**src/hdl/edf_pkg.sv**
```systemverilog
// edf_pkg: request, result and register types, codes and reset values
// for the echo distance filter and drive selector.
// No dependencies.
package edf_pkg;

	localparam int INPUT_FIELDS = 5;
	localparam logic [8:0] RESET_DIST = 9'd400;

	// register indexes
	localparam logic [2:0] REG_MIN_DIST  = 3'd0;
	localparam logic [2:0] REG_MAX_DIST  = 3'd1;
	localparam logic [2:0] REG_CRIT_DIST = 3'd2;
	localparam logic [2:0] REG_WARN_DIST = 3'd3;
	localparam logic [2:0] REG_SLOW_DUTY = 3'd4;
	localparam logic [2:0] REG_FULL_DUTY = 3'd5;
	localparam logic [2:0] REG_ERR_LIMIT = 3'd6;

	// result source codes
	localparam logic [1:0] SRC_FRESH  = 2'd0;
	localparam logic [1:0] SRC_REPEAT = 2'd1;
	localparam logic [1:0] SRC_NONE   = 2'd2;

	// drive zones
	localparam logic [1:0] ZONE_STOP  = 2'd0;
	localparam logic [1:0] ZONE_SLOW  = 2'd1;
	localparam logic [1:0] ZONE_CLEAR = 2'd2;

	typedef struct packed {
		logic [15:0] ticks_0;
		logic [15:0] ticks_1;
		logic [15:0] ticks_2;
		logic [15:0] ticks_3;
		logic [15:0] ticks_4;
	} req_t;

	typedef struct packed {
		logic [8:0] distance_cm;
		logic [1:0] source;
		logic [1:0] zone;
		logic [7:0] drive_duty;
		logic       drive_forward;
	} rsp_t;

	typedef struct packed {
		logic [8:0] min_cm;
		logic [8:0] max_cm;
		logic [8:0] stop_cm;
		logic [8:0] caution_cm;
		logic [7:0] slow_duty;
		logic [7:0] full_duty;
		logic [3:0] error_limit;
	} cfg_t;

	// burst summary handed from the front end to the tracker
	typedef struct packed {
		logic       hit;
		logic [8:0] median;
	} mid_t;

endpackage

```
**src/hdl/edf_front.sv**
```systemverilog
// edf_front: request register, tick to centimetre conversion, window check
// and upper-median selection, registered into the summary stage.
// Depends on edf_pkg.
module edf_front #(
	parameter int READINGS_PER_BURST = 5
) (
	input  logic          clk,
	input  logic          arst_n,
	input  logic          req_valid,
	output logic          req_ready,
	input  edf_pkg::req_t req,
	input  edf_pkg::cfg_t cfg,
	output logic          mid_valid,
	input  logic          mid_ready,
	output edf_pkg::mid_t mid
);

	localparam int LANES = (READINGS_PER_BURST < edf_pkg::INPUT_FIELDS) ?
		READINGS_PER_BURST : edf_pkg::INPUT_FIELDS;
	localparam logic [15:0] TICK_TIMEOUT = 16'd60000;
	// x/1000 = (x>>3)/125; 1/125 as 134218 / 2^24, exact for 17-bit x>>3
	localparam logic [34:0] RECIP_125 = 35'd134218;

	function automatic logic [9:0] ticks_to_cm(input logic [15:0] t);
		logic [15:0] v;
		logic [19:0] x;
		logic [34:0] p;
		v = (t > TICK_TIMEOUT) ? TICK_TIMEOUT : t;
		x = {v, 4'b0000} + {4'b0000, v};
		p = {18'd0, x[19:3]} * RECIP_125;
		return p[33:24];
	endfunction

	logic          valid_s1;
	edf_pkg::req_t req_s1;
	logic          valid_s2;
	edf_pkg::mid_t mid_s2;
	logic          adv_s2;

	logic [9:0] cm [edf_pkg::INPUT_FIELDS];
	logic       keep [edf_pkg::INPUT_FIELDS];
	logic [2:0] rank [edf_pkg::INPUT_FIELDS];
	logic [2:0] count;
	logic [8:0] median;

	assign adv_s2    = !valid_s2 || mid_ready;
	assign req_ready = !valid_s1 || adv_s2;

	always_ff @(posedge clk or negedge arst_n) begin
		if (!arst_n) begin
			valid_s1 <= 1'b0;
		end else if (req_ready) begin
			valid_s1 <= req_valid;
		end
	end

	always_ff @(posedge clk) begin
		if (req_valid && req_ready) begin
			req_s1 <= req;
		end
	end

	assign cm[0] = ticks_to_cm(req_s1.ticks_0);
	assign cm[1] = ticks_to_cm(req_s1.ticks_1);
	assign cm[2] = ticks_to_cm(req_s1.ticks_2);
	assign cm[3] = ticks_to_cm(req_s1.ticks_3);
	assign cm[4] = ticks_to_cm(req_s1.ticks_4);

	always_comb begin
		for (int i = 0; i < edf_pkg::INPUT_FIELDS; i++) begin
			keep[i] = (i < LANES) && (cm[i] >= {1'b0, cfg.min_cm}) &&
				(cm[i] <= {1'b0, cfg.max_cm});
		end
	end

	// rank among kept readings, ties broken by position
	always_comb begin
		count = '0;
		for (int i = 0; i < edf_pkg::INPUT_FIELDS; i++) begin
			count = count + 3'(keep[i]);
		end
		for (int i = 0; i < edf_pkg::INPUT_FIELDS; i++) begin
			rank[i] = '0;
			for (int j = 0; j < edf_pkg::INPUT_FIELDS; j++) begin
				if (keep[j] && ((cm[j] < cm[i]) || ((cm[j] == cm[i]) && (j < i)))) begin
					rank[i] = rank[i] + 3'd1;
				end
			end
		end
		median = '0;
		for (int i = 0; i < edf_pkg::INPUT_FIELDS; i++) begin
			if (keep[i] && (rank[i] == (count >> 1))) begin
				median = cm[i][8:0];
			end
		end
	end

	always_ff @(posedge clk or negedge arst_n) begin
		if (!arst_n) begin
			valid_s2 <= 1'b0;
		end else if (adv_s2) begin
			valid_s2 <= valid_s1;
		end
	end

	always_ff @(posedge clk) begin
		if (adv_s2 && valid_s1) begin
			mid_s2.hit    <= (count != 3'd0);
			mid_s2.median <= median;
		end
	end

	assign mid_valid = valid_s2;
	assign mid       = mid_s2;

endmodule

```
**src/hdl/edf_track.sv**
```systemverilog
// edf_track: history ring with running sum, error counting, zone and duty
// selection, and the result register.
// Depends on edf_pkg.
module edf_track #(
	parameter int AVERAGE_DEPTH = 5
) (
	input  logic          clk,
	input  logic          arst_n,
	input  logic          mid_valid,
	output logic          mid_ready,
	input  edf_pkg::mid_t mid,
	input  edf_pkg::cfg_t cfg,
	output logic          rsp_valid,
	input  logic          rsp_ready,
	output edf_pkg::rsp_t rsp
);

	localparam int SLOT_W    = (AVERAGE_DEPTH > 1) ? $clog2(AVERAGE_DEPTH) : 1;
	localparam int SUM_W     = 9 + $clog2(AVERAGE_DEPTH);
	localparam int DIV_SHIFT = SUM_W + $clog2(AVERAGE_DEPTH) + 1;
	localparam int PROD_W    = SUM_W + DIV_SHIFT + 1;
	localparam logic [PROD_W-1:0] RECIP = PROD_W'(
		((longint'(1) << DIV_SHIFT) + AVERAGE_DEPTH - 1) / AVERAGE_DEPTH);
	localparam logic [SUM_W-1:0] SUM_RESET = SUM_W'(400 * AVERAGE_DEPTH);
	localparam logic [SLOT_W-1:0] LAST_SLOT = SLOT_W'(AVERAGE_DEPTH - 1);

	logic [8:0]        ring_q [AVERAGE_DEPTH];
	logic [SLOT_W-1:0] slot_q;
	logic [SUM_W-1:0]  sum_q;
	logic [8:0]        last_good_q;
	logic [3:0]        fail_q;
	logic [1:0]        held_zone_q;
	logic [7:0]        held_duty_q;
	logic              rsp_valid_q;
	edf_pkg::rsp_t     rsp_q;

	logic              fire;
	logic [SUM_W-1:0]  sum_new;
	logic [PROD_W-1:0] prod;
	logic [8:0]        mean;
	logic [4:0]        fail_inc;
	logic [3:0]        fail_new;
	logic [8:0]        out_cm;
	logic [1:0]        src;
	logic [1:0]        zone_new;
	logic [7:0]        duty_new;

	assign mid_ready = !rsp_valid_q || rsp_ready;
	assign fire      = mid_valid && mid_ready;

	assign sum_new  = sum_q - SUM_W'(ring_q[slot_q]) + SUM_W'(mid.median);
	assign prod     = PROD_W'(sum_new) * RECIP;
	assign mean     = prod[DIV_SHIFT +: 9];
	assign fail_inc = {1'b0, fail_q} + 5'd1;
	assign fail_new = (fail_inc > {1'b0, cfg.error_limit}) ? cfg.error_limit : fail_inc[3:0];

	always_comb begin
		priority if (mid.hit) begin
			out_cm = mean;
			src    = edf_pkg::SRC_FRESH;
		end else if (fail_new >= cfg.error_limit) begin
			out_cm = last_good_q;
			src    = edf_pkg::SRC_REPEAT;
		end else begin
			out_cm = '0;
			src    = edf_pkg::SRC_NONE;
		end
	end

	always_comb begin
		priority if (out_cm == 9'd0) begin
			zone_new = held_zone_q;
			duty_new = held_duty_q;
		end else if (out_cm <= cfg.stop_cm) begin
			zone_new = edf_pkg::ZONE_STOP;
			duty_new = '0;
		end else if (out_cm <= cfg.caution_cm) begin
			zone_new = edf_pkg::ZONE_SLOW;
			duty_new = cfg.slow_duty;
		end else begin
			zone_new = edf_pkg::ZONE_CLEAR;
			duty_new = cfg.full_duty;
		end
	end

	always_ff @(posedge clk or negedge arst_n) begin
		if (!arst_n) begin
			for (int i = 0; i < AVERAGE_DEPTH; i++) begin
				ring_q[i] <= edf_pkg::RESET_DIST;
			end
			slot_q      <= '0;
			sum_q       <= SUM_RESET;
			last_good_q <= edf_pkg::RESET_DIST;
			fail_q      <= '0;
			held_zone_q <= edf_pkg::ZONE_STOP;
			held_duty_q <= '0;
		end else if (fire) begin
			held_zone_q <= zone_new;
			held_duty_q <= duty_new;
			if (mid.hit) begin
				ring_q[slot_q] <= mid.median;
				slot_q         <= (slot_q == LAST_SLOT) ? '0 : slot_q + 1'b1;
				sum_q          <= sum_new;
				last_good_q    <= mean;
				fail_q         <= '0;
			end else begin
				fail_q <= fail_new;
			end
		end
	end

	always_ff @(posedge clk or negedge arst_n) begin
		if (!arst_n) begin
			rsp_valid_q <= 1'b0;
		end else if (fire) begin
			rsp_valid_q <= 1'b1;
		end else if (rsp_ready) begin
			rsp_valid_q <= 1'b0;
		end
	end

	always_ff @(posedge clk) begin
		if (fire) begin
			rsp_q.distance_cm   <= out_cm;
			rsp_q.source        <= src;
			rsp_q.zone          <= zone_new;
			rsp_q.drive_duty    <= duty_new;
			rsp_q.drive_forward <= (duty_new != 8'd0);
		end
	end

	assign rsp_valid = rsp_valid_q;
	assign rsp       = rsp_q;

	a_fire_gives_result: assert property (@(posedge clk) disable iff (!arst_n)
		fire |=> rsp_valid_q)
		else $error("summary taken without a result");

	a_hit_clears_fail: assert property (@(posedge clk) disable iff (!arst_n)
		(fire && mid.hit) |=> (fail_q == 4'd0))
		else $error("fail count not cleared on a fresh burst");

	a_fresh_matches_last: assert property (@(posedge clk) disable iff (!arst_n)
		(rsp_valid_q && (rsp_q.source == edf_pkg::SRC_FRESH)) |->
		(rsp_q.distance_cm == last_good_q))
		else $error("fresh result differs from last good distance");

	a_none_is_zero: assert property (@(posedge clk) disable iff (!arst_n)
		(rsp_valid_q && (rsp_q.source == edf_pkg::SRC_NONE)) |->
		(rsp_q.distance_cm == 9'd0))
		else $error("no-reading result carries a distance");

	a_slot_range: assert property (@(posedge clk) disable iff (!arst_n)
		slot_q <= LAST_SLOT)
		else $error("ring slot out of range");

endmodule

```
**src/hdl/echo_distance_filter_drive.sv**
```systemverilog
// echo_distance_filter_drive: a request passes the request, summary and result
// registers; one request accepted per cycle, stalls only while the result is held.
// Reset clears the pipeline, loads register defaults, fills the history with 400 cm
// and clears the error count and held drive.
// Depends on edf_pkg, edf_front, edf_track.
module echo_distance_filter_drive #(
	parameter int READINGS_PER_BURST = 5,
	parameter int AVERAGE_DEPTH = 5
) (
	input  logic          clk,
	input  logic          arst_n,
	input  logic          req_valid,
	output logic          req_ready,
	input  edf_pkg::req_t req,
	output logic          rsp_valid,
	input  logic          rsp_ready,
	output edf_pkg::rsp_t rsp,
	input  logic          cfg_wr_en,
	input  logic [2:0]    cfg_index,
	input  logic [8:0]    cfg_wdata
);

	edf_pkg::cfg_t cfg_q;
	edf_pkg::mid_t mid;
	logic          mid_valid;
	logic          mid_ready;

	always_ff @(posedge clk or negedge arst_n) begin
		if (!arst_n) begin
			cfg_q.min_cm      <= 9'd2;
			cfg_q.max_cm      <= 9'd400;
			cfg_q.stop_cm     <= 9'd20;
			cfg_q.caution_cm  <= 9'd50;
			cfg_q.slow_duty   <= 8'd100;
			cfg_q.full_duty   <= 8'd200;
			cfg_q.error_limit <= 4'd3;
		end else if (cfg_wr_en) begin
			unique case (cfg_index)
				edf_pkg::REG_MIN_DIST:  cfg_q.min_cm      <= cfg_wdata;
				edf_pkg::REG_MAX_DIST:  cfg_q.max_cm      <= cfg_wdata;
				edf_pkg::REG_CRIT_DIST: cfg_q.stop_cm     <= cfg_wdata;
				edf_pkg::REG_WARN_DIST: cfg_q.caution_cm  <= cfg_wdata;
				edf_pkg::REG_SLOW_DUTY: cfg_q.slow_duty   <= cfg_wdata[7:0];
				edf_pkg::REG_FULL_DUTY: cfg_q.full_duty   <= cfg_wdata[7:0];
				edf_pkg::REG_ERR_LIMIT: cfg_q.error_limit <= cfg_wdata[3:0];
				default: ;
			endcase
		end
	end

	edf_front #(
		.READINGS_PER_BURST(READINGS_PER_BURST)
	) u_front (
		.clk       (clk),
		.arst_n    (arst_n),
		.req_valid (req_valid),
		.req_ready (req_ready),
		.req       (req),
		.cfg       (cfg_q),
		.mid_valid (mid_valid),
		.mid_ready (mid_ready),
		.mid       (mid)
	);

	edf_track #(
		.AVERAGE_DEPTH(AVERAGE_DEPTH)
	) u_track (
		.clk       (clk),
		.arst_n    (arst_n),
		.mid_valid (mid_valid),
		.mid_ready (mid_ready),
		.mid       (mid),
		.cfg       (cfg_q),
		.rsp_valid (rsp_valid),
		.rsp_ready (rsp_ready),
		.rsp       (rsp)
	);

endmodule
```
**config.mk**
```make
export PLATFORM = sky130hd
export DESIGN_NAME = echo_distance_filter_drive
export DESIGN_NICKNAME = d
export VERILOG_FILES = /design/src/hdl/edf_pkg.sv /design/src/hdl/edf_front.sv /design/src/hdl/edf_track.sv /design/src/hdl/echo_distance_filter_drive.sv
export SDC_FILE = /design/constraint.sdc
export NUM_CORES = 2
export LEC_CHECK = 0
export ABC_AREA = 1
export ABC_CLOCK_PERIOD_IN_PS = 11600
export BUFFER_PORTS_ARGS = -buffer_cell sky130_fd_sc_hd__buf_2
export CORE_MARGIN = 1
export CORE_UTILIZATION = 55
export DETAILED_ROUTE_END_ITERATION = 10
export GPL_TIMING_DRIVEN = 0
export PLACE_DENSITY_LB_ADDON = 0.08
export SETUP_SLACK_MARGIN = 0.2
export SYNTH_ARGS = -nofsm -noshare
export SYNTH_HDL_FRONTEND = slang
export SYNTH_HIERARCHICAL = 1
export SYNTH_SLANG_ARGS = --single-unit
export TNS_END_PERCENT = 20
```
**constraint.sdc**
```tcl
create_clock -name clk -period 11.6 [get_ports clk]
set_input_delay 0 -clock clk [delete_from_list [all_inputs] [get_ports clk]]
set_output_delay 0 -clock clk [all_outputs]
set_load 0.05 [all_outputs]
```
==> results by group <==
Logic synthesis
  • Number of synthesized flops with an enable pin: 112
  • Synth Cell Area: 43400 um^2
  • Yosys reg bits: 254
  • Asr flop ratio synth: 55.9%
  • Syn nets: 6888
  • Area leader, netlist: ha_1
  • Warnings, synthesis: 6
  • Top cells by area, synth: ha_1 30%, fa_1 12%, inv_1 10%
  • Top cell type's share of synthesized area: around 30%
  • Cells after synthesis: approximately 5500
  • Unique masters post-synth: 73
  • Primary FF master, synth: edfxtp_1
  • Synthesized area per cell: 7.88 um^2
  • Sequential share of the synthesized area: 16.1%

Route
  • Vias post-DR: 36707
  • Antenna Nets Post-Route: 0
  • Total routed wirelength: around 110000 um
  • DR WL/cell: 15.0 um
  • Drt drc: 0
  • Via density: 5.22
  • Pre-antenna DRT Iters: 6
  • 1st-iter DRT viols: 1572

GRT
  • Largest net degree at the start of global routing: 85
  • Vias in the first global route: 35630
  • Gr ovfl total: 0
  • First-pass GRT wire length: 170000 um
  • Overall routing resource usage: roughly a quarter
  • Antenna violations before repair: 0

CTS
  • Maximum clock path buffer count: 3
  • Clock sink count: around 250
  • Clock Pin Slew Worst Setup and Hold Paths: 60 ps
  • CTS H-tree depth: 1
  • TritonCTS Buffers: 31
  • CTS Root Cell: clkbuf_16
  • CTS tree: done
  • Worst skew pair latency: between 600 and 700 ps

Layout
  • Diode count: 0
  • Most frequent cells in the layout: 1174 x inv_1, 1000 x ha_1, 968 x nand2_1
  • Layout cells sized above 1: 14.7%
  • Area Growth Syn to Fin: 17.9%
  • Layout Utilization: 65.8%
  • Register Area: 6970 um^2
  • NumNets Final: 7347
  • Multi-input gate area: 33500 um^2
  • Most common cell after layout, fill and taps aside: inv_1
  • FILL cells: 6639

Setup path
  • Critical Path RT: 11940 ps
  • Slowest stage delay, CP: 550 ps
  • Delay-heaviest family, CP: adder cells
  • CP Max Fanout: 10
  • Data arrival, critical path: 11370 ps
  • CP startpoint kind: flop
  • Critical Path End Type: flop
  • Most common cell on crit path: inv_1
  • Slowest CP cell: fa_1
  • Critical path type: flop to flop
  • Worst Path Buf+Inv: 14

Placed design
  • HPWL after detailed placement: 83400 um
  • Final Wtd Congestion: 0.898
  • Port Buffer Count: 120

Timing
  • Endpoints failing setup: 0
  • F_max: 90.7 MHz
  • Count of pins over their slew limit: 0
  • Slew at the pin with the worst max-slew slack: slightly above 1000 ps
  • Fin crit period: 11030 ps
  • Final Skew: 27.9 ps
  • RSZ-0062 raised after global routing: no
  • Slew margin rel.: 31.6%
  • Final period utilization: 95.1%
  • Final hold violation count: 0

Die
  • Starting density of the core: 55.8%
  • Die Height: about 280 um
  • Die width: approximately 280 um
  • Rows: 102
  • Die ar.: about 80000 um^2
  • # IOs: 121
  • Core Region: 77700 um^2

Run
  • Maxcap violations: 0

Status
  • Status: completed

Worst hold path
  • Min-Delay Path Class: input pin to async pin
## cells by family after synthesis
logic type / count (synthesis) / share of synthesized area (%)
AND/OR/NAND/NOR: 1843 / 18.7
flip-flops: 254 / 16.1
adder cells (fa/ha/maj): 1286 / 41.6
AO/OA/AOI/OAI: 684 / 9.27
multiplexers: 4 / 0.104
XOR/XNOR: 142 / 2.87
buffers and inverters: 1292 / 11.4
## through the flow
| step | hold WS [ps] | cell area, um^2 | setup TNS, ps | cells | setup slack [ps] |
|---|---|---|---|---|---|
| after global routing | 50.5 | 51100 | 0 | 7029 | 55.4 |
| after CTS | 2.24 | 48700 | 0 | 6889 | 201 |
| after detailed placement | 27.0 | 45300 | -11550 | 6667 | -1250 |
| final | 36.9 | 51100 | 0 | 7029 | 570 |
| after floorplan | -296 | 43400 | 0 | 5505 | 945 |
| after global placement | 176 | 45300 | -9440 | 6665 | -1040 |
## sequential cells by signal (all words and copies together), names as in the netlist, 2 cells and up
signal	flops
u_track/ring_q	45
u_track/slot_q	3
u_front/mid	10
u_track/last_good_q	9
u_track/held_zone_q	2
u_front/req_s1	80
u_track/rsp	22
cfg_q	56
u_track/held_duty_q	8
u_track/fail_q	4
u_track/sum_q	12
## per-layer routing
| metal | up-vias | wire length (um) | track usage, % |
|---|---|---|---|
| met5 | - | 0 | 0 |
| met4 | 0 | 2410 | 6.13 |
| met3 | 141 | 3850 | 1.93 |
| met2 | 671 | 49900 | 45.3 |
| met1 | 17131 | 49300 | 35.0 |
| li1 | 18764 | - | - |
## timing repair
action / 4_1_cts / 5_1_grt
hold buffers: 115 / 0
resized for setup: 115 / 297
gates cloned: 0 / 2
endpoints found under the setup margin: 10 / 10
pin swaps: 29 / 98
buffers inserted: 49 / 138
endpoints found under the hold margin: 253 / 0
## cell type report
cell class              count  area share (%)
inverters                1243            9.18
flip-flops and latches    254            13.6
plain buffers              49           0.577
multi-input cells        3961            65.6
clock buffers              49            1.86
clock inverters             9           0.291
well taps                1040            2.54
repair buffers            424            6.36
## final timing paths
path / slack (ps) / from / depth (start not counted) / to
max in group asynchronous: 11050 / arst_n / 3 / u_track/ring_q[22]
hold reg to reg: 460 / cfg_q[31] / 2 / cfg_q[31]
hold / removal: 40 / arst_n / 2 / cfg_q[18]
min in group clk: 80 / req[55] / 2 / u_front/req_s1[55]
setup / recovery: 570 / u_front/req_s1[54] / 60 / u_front/mid[2]
setup reg to reg: 570 / u_front/req_s1[54] / 60 / u_front/mid[2]
## Yosys cell counts (11+ instances only)
master,count
inv_1,1210
ha_1,1028
nand2_1,1002
nor2_1,318
a21oi_1,295
fa_1,258
nand3_1,231
o21ai_0,170
edfxtp_1,112
xor2_1,111
dfrtp_1,101
nand4_1,64
nor3_1,53
nand2_2,43
dfstp_2,41
clkbuf_1,32
xnor2_1,31
inv_2,27
o21ai_1,20
a21o_1,19
a31oi_1,19
o21bai_1,19
nor4_1,18
nand3_2,17
nand3b_1,17
nor2_2,16
o221ai_1,14
a211oi_1,13
or2_2,13
a221oi_1,12
o21a_1,12
nand2_4,11
nor2_4,11
o211ai_1,11
Power is left out: the tool's default activity adds up to more than one toggle a clock period on the data nets, which glitch-free logic cannot reach.
